`config.mk`:
```
export PLATFORM = sky130hd
export DESIGN_NAME = websocket_frame_parser
export DESIGN_NICKNAME = d
export VERILOG_FILES = /design/src/design/wsfp_pkg.sv /design/src/design/websocket_frame_parser.sv
export SDC_FILE = /design/constraint.sdc
export NUM_CORES = 1
export LEC_CHECK = 0
export BUFFER_PORTS_ARGS = -buffer_cell sky130_fd_sc_hd__buf_2
export CAP_MARGIN = 25
export CORE_MARGIN = 4
export CORE_UTILIZATION = 37
export CTS_BUF_LIST = sky130_fd_sc_hd__clkbuf_8
export DETAILED_ROUTE_END_ITERATION = 12
export PLACE_DENSITY_LB_ADDON = 0.08
export SLEW_MARGIN = 10
export SYNTH_ARGS = -nofsm -noshare
export SYNTH_HDL_FRONTEND = slang
export SYNTH_SLANG_ARGS = --single-unit
```
`constraint.sdc`:
```
create_clock -name i_clk -period 6.25 [get_ports i_clk]
set_clock_uncertainty 0.1 [all_clocks]
set_input_delay 0.625 -clock i_clk [delete_from_list [all_inputs] [get_ports i_clk]]
set_output_delay 0.625 -clock i_clk [all_outputs]
set_load 0.01 [all_outputs]
```
`src/design/wsfp_pkg.sv`:
```
package wsfp_pkg;

    localparam int unsigned PhaseW = 5;
    localparam int unsigned LenW   = 64;

    localparam logic [PhaseW-1:0] PH_START   = 5'd0;
    localparam logic [PhaseW-1:0] PH_LEN     = 5'd1;
    localparam logic [PhaseW-1:0] PH_L16A    = 5'd2;
    localparam logic [PhaseW-1:0] PH_L16B    = 5'd3;
    localparam logic [PhaseW-1:0] PH_L64A    = 5'd4;
    localparam logic [PhaseW-1:0] PH_L64H    = 5'd11;
    localparam logic [PhaseW-1:0] PH_KEY0    = 5'd12;
    localparam logic [PhaseW-1:0] PH_KEY3    = 5'd15;
    localparam logic [PhaseW-1:0] PH_PAYLOAD = 5'd16;

    localparam logic [1:0] KIND_HEADER  = 2'd0;
    localparam logic [1:0] KIND_PAYLOAD = 2'd1;
    localparam logic [1:0] KIND_REJECT  = 2'd2;

    localparam logic [1:0] ST_OK     = 2'd0;
    localparam logic [1:0] ST_BAD_OP = 2'd1;
    localparam logic [1:0] ST_CLOSED = 2'd2;

    localparam logic [3:0] OP_BINARY = 4'h2;
    localparam logic [3:0] OP_CLOSE  = 4'h8;
    localparam logic [3:0] OP_PONG   = 4'hA;

    localparam logic [6:0] LEN7_EXT16 = 7'd126;
    localparam logic [6:0] LEN7_EXT64 = 7'd127;

    typedef logic [7:0] t_byte;

    function automatic logic opcode_ok(input logic [3:0] op);
        return (op <= OP_BINARY) || ((op >= OP_CLOSE) && (op <= OP_PONG));
    endfunction

endpackage

```
`src/design/websocket_frame_parser.sv`:
```
// WebSocket frame parser: one received byte per transaction in, one result out.
// Each accepted byte passes the input register, then the result register.
// Throughput: one byte per cycle unless i_ready stalls the result register;
// the header/length/payload state advances per byte.
// Reset: synchronous, active low; clears all parser state and both pipeline stages.
module websocket_frame_parser (
    input  logic        i_clk,
    input  logic        i_rst_n,
    input  logic        i_valid,
    output logic        o_ready,
    input  logic [7:0]  i_rx_byte,
    output logic        o_valid,
    input  logic        i_ready,
    output logic [1:0]  o_byte_kind,
    output logic [7:0]  o_payload_out,
    output logic        o_frame_first,
    output logic        o_frame_last,
    output logic        o_fin_flag,
    output logic [3:0]  o_frame_opcode,
    output logic [63:0] o_frame_length,
    output logic [1:0]  o_status
);

    // input stage
    logic                 r_s1_valid;
    wsfp_pkg::t_byte      r_s1_byte;
    logic                 advance;

    // parser state
    logic [wsfp_pkg::PhaseW-1:0] r_phase, n_phase;
    logic                        r_fin, n_fin;
    logic [3:0]                  r_op, n_op;
    logic                        r_masked, n_masked;
    logic [wsfp_pkg::LenW-1:0]   r_len, n_len;
    logic [wsfp_pkg::LenW-1:0]   r_remain, n_remain;
    wsfp_pkg::t_byte             r_key [4];
    wsfp_pkg::t_byte             n_key [4];
    logic [1:0]                  r_pos, n_pos;
    logic                        r_err, n_err;
    logic                        r_close, n_close;

    // result stage
    logic                        r_out_valid;
    logic [1:0]                  r_kind, n_kind;
    wsfp_pkg::t_byte             r_pay, n_pay;
    logic                        r_first, n_first;
    logic                        r_last, n_last;
    logic                        r_ofin, n_ofin;
    logic [3:0]                  r_oop, n_oop;
    logic [wsfp_pkg::LenW-1:0]   r_olen, n_olen;
    logic [1:0]                  r_stat, n_stat;

    logic                        len_done;
    logic                        done;
    wsfp_pkg::t_byte             b;

    assign advance = r_s1_valid && (!r_out_valid || i_ready);
    assign o_ready = !r_s1_valid || advance;
    assign b       = r_s1_byte;

    always_comb begin
        n_phase  = r_phase;
        n_fin    = r_fin;
        n_op     = r_op;
        n_masked = r_masked;
        n_len    = r_len;
        n_remain = r_remain;
        n_key    = r_key;
        n_pos    = r_pos;
        n_err    = r_err;
        n_close  = r_close;
        n_kind   = wsfp_pkg::KIND_HEADER;
        n_pay    = '0;
        n_first  = 1'b0;
        n_last   = 1'b0;
        n_stat   = wsfp_pkg::ST_OK;
        len_done = 1'b0;
        done     = 1'b0;

        if (r_err || r_close) begin
            n_kind = wsfp_pkg::KIND_REJECT;
            n_stat = r_err ? wsfp_pkg::ST_BAD_OP : wsfp_pkg::ST_CLOSED;
        end else if (r_phase == wsfp_pkg::PH_START) begin
            n_fin = b[7];
            n_op  = b[3:0];
            if (!wsfp_pkg::opcode_ok(b[3:0])) begin
                n_err  = 1'b1;
                n_kind = wsfp_pkg::KIND_REJECT;
                n_stat = wsfp_pkg::ST_BAD_OP;
            end else begin
                n_first = 1'b1;
                n_phase = wsfp_pkg::PH_LEN;
            end
        end else if (r_phase == wsfp_pkg::PH_LEN) begin
            n_masked = b[7];
            if (b[6:0] == wsfp_pkg::LEN7_EXT16) begin
                n_len   = '0;
                n_phase = wsfp_pkg::PH_L16A;
            end else if (b[6:0] == wsfp_pkg::LEN7_EXT64) begin
                n_len   = '0;
                n_phase = wsfp_pkg::PH_L64A;
            end else begin
                n_len    = {{(wsfp_pkg::LenW-7){1'b0}}, b[6:0]};
                len_done = 1'b1;
            end
        end else if (r_phase == wsfp_pkg::PH_L16A) begin
            n_len   = {{(wsfp_pkg::LenW-16){1'b0}}, b, 8'h00};
            n_phase = wsfp_pkg::PH_L16B;
        end else if (r_phase == wsfp_pkg::PH_L16B) begin
            n_len    = {r_len[wsfp_pkg::LenW-1:8], b};
            len_done = 1'b1;
        end else if (r_phase >= wsfp_pkg::PH_L64A && r_phase <= wsfp_pkg::PH_L64H) begin
            n_len = {r_len[wsfp_pkg::LenW-9:0], b};
            if (r_phase == wsfp_pkg::PH_L64H) begin
                len_done = 1'b1;
            end else begin
                n_phase = r_phase + 5'd1;
            end
        end else if (r_phase >= wsfp_pkg::PH_KEY0 && r_phase <= wsfp_pkg::PH_KEY3) begin
            n_key[r_phase[1:0]] = b;
            if (r_phase == wsfp_pkg::PH_KEY0) begin
                n_pos = 2'd0;
            end
            if (r_phase == wsfp_pkg::PH_KEY3) begin
                if (r_len == '0) begin
                    done = 1'b1;
                end else begin
                    n_phase  = wsfp_pkg::PH_PAYLOAD;
                    n_remain = r_len;
                end
            end else begin
                n_phase = r_phase + 5'd1;
            end
        end else if (r_phase == wsfp_pkg::PH_PAYLOAD) begin
            n_kind = wsfp_pkg::KIND_PAYLOAD;
            if (r_masked) begin
                n_pay = b ^ r_key[r_pos];
                n_pos = r_pos + 2'd1;
            end else begin
                n_pay = b;
            end
            n_remain = r_remain - 64'd1;
            if (r_remain <= 64'd1) begin
                done = 1'b1;
            end
        end else begin
            n_phase = wsfp_pkg::PH_START;
        end

        if (len_done) begin
            if (n_masked) begin
                n_phase = wsfp_pkg::PH_KEY0;
            end else begin
                n_pos = 2'd0;
                for (int k = 0; k < 4; k++) begin
                    n_key[k] = '0;
                end
                if (n_len == '0) begin
                    done = 1'b1;
                end else begin
                    n_phase  = wsfp_pkg::PH_PAYLOAD;
                    n_remain = n_len;
                end
            end
        end

        if (done) begin
            n_last = 1'b1;
            if (n_op == wsfp_pkg::OP_CLOSE) begin
                n_close = 1'b1;
            end
        end

        // fields show the frame before the end-of-frame clear
        n_ofin = n_fin;
        n_oop  = n_op;
        n_olen = n_len;

        if (done) begin
            n_phase  = wsfp_pkg::PH_START;
            n_fin    = 1'b0;
            n_op     = '0;
            n_masked = 1'b0;
            n_len    = '0;
            n_pos    = 2'd0;
        end
    end

    always_ff @(posedge i_clk) begin
        if (!i_rst_n) begin
            r_s1_valid  <= 1'b0;
            r_out_valid <= 1'b0;
            r_phase     <= wsfp_pkg::PH_START;
            r_fin       <= 1'b0;
            r_op        <= '0;
            r_masked    <= 1'b0;
            r_len       <= '0;
            r_remain    <= '0;
            r_pos       <= 2'd0;
            r_err       <= 1'b0;
            r_close     <= 1'b0;
            for (int k = 0; k < 4; k++) begin
                r_key[k] <= '0;
            end
        end else begin
            if (o_ready) begin
                r_s1_valid <= i_valid;
            end
            if (advance) begin
                r_out_valid <= 1'b1;
            end else if (i_ready) begin
                r_out_valid <= 1'b0;
            end
            if (advance) begin
                r_phase  <= n_phase;
                r_fin    <= n_fin;
                r_op     <= n_op;
                r_masked <= n_masked;
                r_len    <= n_len;
                r_remain <= n_remain;
                r_key    <= n_key;
                r_pos    <= n_pos;
                r_err    <= n_err;
                r_close  <= n_close;
            end
        end
    end

    always_ff @(posedge i_clk) begin
        if (o_ready && i_valid) begin
            r_s1_byte <= i_rx_byte;
        end
        if (advance) begin
            r_kind  <= n_kind;
            r_pay   <= n_pay;
            r_first <= n_first;
            r_last  <= n_last;
            r_ofin  <= n_ofin;
            r_oop   <= n_oop;
            r_olen  <= n_olen;
            r_stat  <= n_stat;
        end
    end

    assign o_valid        = r_out_valid;
    assign o_byte_kind    = r_kind;
    assign o_payload_out  = r_pay;
    assign o_frame_first  = r_first;
    assign o_frame_last   = r_last;
    assign o_fin_flag     = r_ofin;
    assign o_frame_opcode = r_oop;
    assign o_frame_length = r_olen;
    assign o_status       = r_stat;

endmodule

```
==> flow_summary_export.csv, run 1 <==
group,metric,value,unit
yosys,synth_edf_count,91,
clock_network,clkTransAtPathRegs,0.07,ns
yosys,syn_area_per_cell,9.25,um^2
hold_path,hp-class,"in2reg",
worst_setup_path,rr_startpoint,"r_phase[0]",
global_route,grt_pass1_vias,12564,
sta,max_freq,0.209,GHz
routing,drt_wl_total,52000,um
global_route,overflow,0,
clock_network,cts_sinks,268,
yosys,ys_types,93,
yosys,synth-seq-cells,268,
floorplan,die_y,202,um
place,hpwlAfterDp,34700,um
yosys,synth_cells,1508,
yosys,synth_commonest_cells,"dfxtp_1 (177), a21oi_1 (126), nor2_1 (126)",
hold_path,min_from,"i_rx_byte[2]",
floorplan,die_w,202,um
routing,ant_nets,0,
sta,fin_tns_setup,0,ns
worst_setup_path,critPathKind,"reg2reg",
clock_network,cts_buffer_depth,3,
clock_network,htreeDepth,2,
worst_setup_path,worstPathArrival,5.19,ns
routing,vias,13096,
global_route,grt_max_degree,53,
sta,slew_headroom,37.4,%
sta,tightest_slew,0.931,ns
power_and_ir_drop,powerDensity,252,mW/mm^2
sta,period_share,76.7,%
global_route,grtUsageTotal,24.4,%
floorplan,core_area,0.0369,mm^2
yosys,synth_top_cell_by_area,"dfxtp_1",
clock_network,cts_tree,"built",
global_route,grt_antenna_before_repair,0,
yosys,seq_area_frac_synth,45.0,%
worst_setup_path,start_kind,"flip-flop",
yosys,ys.flop_type,"dfxtp_1",
floorplan,start_util,37.8,%
routing,drtIter0Drc,1292,
floorplan,die_area,0.0409,mm^2
clock_network,hold_buffers,0,
clock_network,numCtsBuffers,48,
sta,slew_violations,0,
sta,hold_slack,0.0882,ns
yosys,synth_fp_nets,1527,
worst_setup_path,critPathMaxFanout,37,
sta,finalHoldViolCount,0,
power_and_ir_drop,p_leak,5.89,nW
sta,finalCriticalPeriod,4.79,ns
yosys,synthArstFlopShare,0,%
power_and_ir_drop,vdd_drop_max,0.227,mV
yosys,yosysMostFrequentCell,"dfxtp_1",
final_layout,final_nets,1580,
worst_setup_path,crit_start,"r_phase[0]",
hold_path,hold_depth,1,
routing,post_drt_wl_per_cell,24.7,um
final_layout,layout-drive-gt1-share,15.7,%
routing,firstDrtPassIters,8,
yosys,yosys_warnings,0,
sta,setup_viol,0,
clock_network,cts_resized,0,
clock_network,clk-insertion-delay-late,0.63,ns
final_layout,syn_to_final_growth,13.7,%
place,gp_congestion,0.918,
global_route,grt_pass1_wl,78800,um
floorplan,fp-row-count,70,
worst_setup_path,crit_path_top_delay_cell,"dfxtp_1",
place,io_buffers,96,
flow_run,maxCapViolCount,0,
sta,grt_setup_unrepaired,"no",
final_layout,antenna_cells,0,
clock_network,cts_root_buf,"clkbuf_8",
worst_setup_path,path_cells,"ha_1, and3b_1, a221o_1, or2_2, a221o_1, nor4_2, a41oi_1, inv_2, nor2_4, buf_12, a22o_1",
worst_setup_path,crit_path_end_kind,"flip-flop",
floorplan,num_io_pins,97,
worst_setup_path,slowest_delay,0.68,ns
yosys,netlist_area,0.0139,mm^2
worst_setup_path,reg2reg_depth,11,
yosys,synth_top_cell_area_share,25.4,%
outcome,status,"completed",
clock_network,postCtsSetupRepairBufs,0,
yosys,synthTopCellsByArea,"dfxtp_1 (25%), edfxtp_1 (20%), a22o_1 (7.6%)",
worst_setup_path,worst-endpoint-required,6.65,ns
worst_setup_path,crit_top_cell,"a221o_1",
routing,post_drt_via_cell_ratio,6.22,
routing,drc,0,
-- registers in the layout, summed over array words and instances, names as in the netlist, 2 cells and up --
signal and flops:
r_remain 64, r_op 4, o_payload_out 8, r_len 64, o_frame_opcode 4, r_pos 2
r_key 32, b 8, o_status 2, o_frame_length 64, o_byte_kind 2, r_phase 5
-- critical path: cells and delay by family, from the launching register on --
family / cells / cell delay, ns
buffers and inverters: 2 / 0.46
flip-flops: 1 / 0.68
adder cells (fa/ha/maj): 1 / 0.58
AO/OA/AOI/OAI: 4 / 1.46
AND/OR/NAND/NOR: 4 / 1.34
-- path summary, 6_finish.rpt --
check | endpoint | slack (ns)
setup / recovery | r_len[36] | 1.46
hold / removal | b[2] | 0.09
setup reg to reg | r_len[36] | 1.46
hold reg to reg | r_op[2] | 0.36
-- routing by layer --
metal / global-route usage, % / wire length, um / up-vias
li1: - / - / 5958
met1: 32.3 / 22000 / 6471
met5: 0 / 0 / -
met3: 3.40 / 3310 / 119
met4: 8.75 / 1710 / 0
met2: 41.0 / 24900 / 548
-- through the flow --
| stage | cell area (um^2) | setup slack, ns | utilization (%) | instances | total power, mW |
|---|---|---|---|---|---|
| final | 15900 | 1.46 | 43.0 | 2105 | 4.00 |
| after detailed placement | 14800 | 1.59 | 40.3 | 2014 | 2.29 |
| after global routing | 15900 | 1.25 | 43.0 | 2105 | 4.15 |
| after floorplan | 13900 | 2.01 | - | 1508 | 2.16 |
| after global placement | 14800 | 1.65 | 40.3 | 2014 | 2.29 |
| after CTS | 15800 | 1.54 | 43.0 | 2104 | 4.04 |
-- power breakdown --
part / switching (mW) / internal [mW] / total, mW
Combinational: 0.243 / 0.113 / 0.356
Sequential: 0.0526 / 1.85 / 1.90
Clock: 0.782 / 0.959 / 1.74
Total: 1.08 / 2.92 / 4.00
-- cells by family after synthesis --
family	after synthesis	synth area share [%]
flops	268	45.0
mux	21	2.28
fa+ha+maj	7	0.628
buf+inv	152	4.55
simple gates	479	18.1
xor+xnor	12	0.754
compound gates	569	28.7
-- layout by cell type (no fill, tap or decap), types with 10 or more instances in the layout --
cell / netlist / final
a22o_1: 121 / 121
buf_2: 9 / 96
inv_1: 26 / 43
a22oi_1: 43 / 43
nand2_1: 93 / 93
o21ai_0: 89 / 88
and3_1: 15 / 15
or4_1: 17 / 17
o211ai_1: 10 / 10
a31oi_1: 12 / 11
nand3_1: 52 / 52
o22ai_1: 13 / 13
o211a_1: 10 / 10
dfxtp_1: 177 / 177
nor2_1: 126 / 124
o21a_1: 12 / 12
buf_4: 0 / 29
a21o_1: 20 / 20
nor4_1: 35 / 35
a221oi_1: 14 / 14
or2_2: 10 / 11
edfxtp_1: 91 / 91
or3_1: 18 / 18
clkbuf_8: 0 / 54
a21oi_1: 126 / 126
o21ai_1: 10 / 11
nand4_1: 13 / 13
nor3_1: 41 / 41
-- layout make-up --
type	instances	area [um^2]
inverters	28	110
fillers	3723	21000
flip-flops and latches	268	6280
well taps	504	631
clock inverters	36	258
repair buffers	127	723
clock buffers	54	743
multi-input cells	1088	7110
Note: power is estimated with default switching activity, not from simulation.
==> run 2: changes to the inputs <==
--- a/config.mk
+++ b/config.mk
@@ -5,6 +5,7 @@
 export SDC_FILE = /design/constraint.sdc
 export NUM_CORES = 1
 export LEC_CHECK = 0
+export ABC_AREA = 1
 export BUFFER_PORTS_ARGS = -buffer_cell sky130_fd_sc_hd__buf_2
 export CAP_MARGIN = 25
 export CORE_MARGIN = 4
==> constraint.sdc (replaced) <==
create_clock -name i_clk -period 4.85 [get_ports i_clk]
set_clock_uncertainty 0.1 [all_clocks]
set_input_delay 0.485 -clock i_clk [delete_from_list [all_inputs] [get_ports i_clk]]
set_output_delay 0.485 -clock i_clk [all_outputs]
set_load 0.01 [all_outputs]
==> run 2 against run 1 <==
  * Total power grew 65%
  * Worst setup slack lost 0.97 ns
  * Clock power grew 44%
  * Via count increased by 48%
  * Flip-flop and latch count unchanged
  * Hold slack worse by 0.022 ns
  * Wire length up 36%
  * Largest cell class unchanged
  * Largest power group is now clock
  * Maximum frequency is 9.9% higher
  * Synthesized area increased by 26%
==> flow_summary_export.csv, run 2 <==
group,metric,value,unit
outcome,status,"completed",
final_layout,syn_to_final_growth,12.3,%
yosys,synthArstFlopShare,0,%
routing,drc,0,
worst_setup_path,critPathMaxFanout,38,
global_route,overflow,0,
routing,drt_wl_total,70900,um
clock_network,cts_sinks,268,
yosys,synth_top_cell_area_share,20.2,%
routing,post_drt_via_cell_ratio,5.60,
place,io_buffers,96,
sta,grt_setup_unrepaired,"no",
clock_network,cts_resized,0,
routing,post_drt_wl_per_cell,20.5,um
routing,ant_nets,0,
yosys,synth_fp_nets,2792,
yosys,seq_area_frac_synth,35.8,%
floorplan,core_area,0.0467,mm^2
sta,slew_headroom,30.8,%
place,dp.cells,3350,
final_layout,antenna_cells,0,
clock_network,numCtsBuffers,51,
power_and_ir_drop,p_leak,8.66,nW
final_layout,num-fill-cells,5091,
yosys,ys.flop_type,"dfxtp_1",
sta,max_freq,0.229,GHz
worst_setup_path,crit_path_end_kind,"flip-flop",
floorplan,start_util,37.5,%
worst_setup_path,critPathKind,"reg2reg",
routing,vias,19335,
sta,finalCriticalPeriod,4.36,ns
clock_network,clk-insertion-delay-late,0.66,ns
floorplan,die_y,226,um
yosys,ys_types,48,
global_route,grtUsageTotal,27.1,%
final_layout,multi_input_area,0.00960,mm^2
floorplan,die_area,0.0509,mm^2
sta,slew_violations,0,
clock_network,cts_tree,"built",
final_layout,final_cell_mix,"nand2_1 (876), nor2_1 (313), a21oi_1 (253)",
power_and_ir_drop,powerDensity,335,mW/mm^2
flow_run,maxCapViolCount,0,
worst_setup_path,worst-endpoint-required,5.25,ns
hold_path,hp-class,"in2reg",
floorplan,num_io_pins,97,
final_layout,layout-drive-gt1-share,8.64,%
yosys,yosysMostFrequentCell,"nand2_1",
yosys,synthTopCellsByArea,"dfxtp_1 (20%), nand2_1 (19%), edfxtp_1 (16%)",
clock_network,clkTransAtPathRegs,0.06,ns
final_layout,fin_cells,3454,
worst_setup_path,worstPathArrival,4.76,ns
power_and_ir_drop,vdd_drop_max,0.250,mV
final_layout,final_nets,2823,
place,gp_congestion,0.928,
yosys,syn_area_per_cell,6.31,um^2
power_and_ir_drop,p_total,6.58,mW
yosys,synth-seq-cells,268,
worst_setup_path,start_kind,"flip-flop",
clock_network,postCtsSetupRepairBufs,0,
clock_network,cts_root_buf,"clkbuf_8",
global_route,grt_pass1_vias,17888,
clock_network,hold_buffers,8,
sta,setup_viol,0,
floorplan,die_w,226,um
place,hpwlAfterDp,48600,um
yosys,yosys_warnings,0,
yosys,synth_edf_count,91,
sta,fin_tns_setup,0,ns
yosys,synth_top_cell_by_area,"dfxtp_1",
global_route,grt_pass1_wl,108000,um
yosys,netlist_area,0.0175,mm^2
clock_network,htreeDepth,2,
clock_network,cts_buffer_depth,3,
yosys,synth_cells,2773,
sta,finalHoldViolCount,0,
final_layout,post-route-util,42.1,%
floorplan,fp-row-count,79,
global_route,grt_max_degree,118,
global_route,grt_antenna_before_repair,0,
final_layout,regArea,0.00628,mm^2
routing,firstDrtPassIters,5,
final_layout,layout_commonest_cell,"nand2_1",
routing,drtIter0Drc,2129,
sta,period_share,89.9,%
yosys,synth_commonest_cells,"nand2_1 (879), nor2_1 (315), a21oi_1 (253)",
sta,tightest_slew,1.04,ns
## run 2: critical path, stage by stage (launching register included)
cell,delay [ns]
dfxtp_1,0.51
inv_1,0.21
ha_1,0.26
nand3_2,0.11
nand2_2,0.21
nor2_4,0.66
buf_12,0.26
o21ai_0,0.13
a21oi_1,0.25
nor2_1,0.07
nand2_1,0.07
nor2_1,0.05
nand2_1,0.14
nor2_1,0.13
nand2_2,0.11
buf_4,0.43
nand3_1,0.23
nand3_1,0.15
a21oi_1,0.06
## run 2: layout make-up
| type | count | share of cell area, % |
|---|---|---|
| well taps | 607 | 3.86 |
| clock buffers | 53 | 3.71 |
| repair buffers | 146 | 4.90 |
| flip-flops and latches | 268 | 31.9 |
| inverters | 247 | 4.78 |
| multi-input cells | 2090 | 48.8 |
| clock inverters | 43 | 1.97 |
## run 2: path summary, 6_finish.rpt
check	start	endpoint	slack, ns	cells after the start
worst max-delay path	r_phase[1]	r_remain[56]	0.49	18
worst min-delay path	i_ready	r_s1_valid	0.07	4
worst max register to register	r_phase[1]	r_remain[56]	0.49	18
worst min register to register	r_fin	r_fin	0.36	2
## run 2: routing by layer
metal | up-vias | GRT usage [%] | part of all wire, %
li1 | 9269 | - | -
met1 | 9204 | 36.7 | 44
met2 | 721 | 43.7 | 46
met3 | 141 | 4.32 | 6.4
met4 | 0 | 10.3 | 4.0
met5 | - | 0 | 0
## run 2: kinds of logic (layout without fill, tap and decap cells)
| group | after synthesis | count (layout) | synth area share (%) |
|---|---|---|---|
| fa+ha+maj | 7 | 7 | 0.500 |
| simple gates | 1531 | 1531 | 36.5 |
| compound gates | 537 | 537 | 16.7 |
| buf+inv | 415 | 489 | 9.67 |
| flops | 268 | 268 | 35.8 |
| xor+xnor | 15 | 15 | 0.750 |
## run 2: through the flow
stage | area, um^2 | worst slack [ns] | hold WS [ns]
after floorplan | 17500 | 0.735 | 0.345
after global placement | 18500 | 0.614 | 0.352
after detailed placement | 18500 | 0.536 | 0.356
after CTS | 19700 | 0.520 | 0.0296
after global routing | 19700 | 0.123 | 0.0639
final | 19700 | 0.488 | 0.0661
## run 2: power by group
| part | internal [mW] | switching (mW) |
|---|---|---|
| Clock | 1.40 | 1.11 |
| Combinational | 0.406 | 1.19 |
| Sequential | 2.40 | 0.0710 |
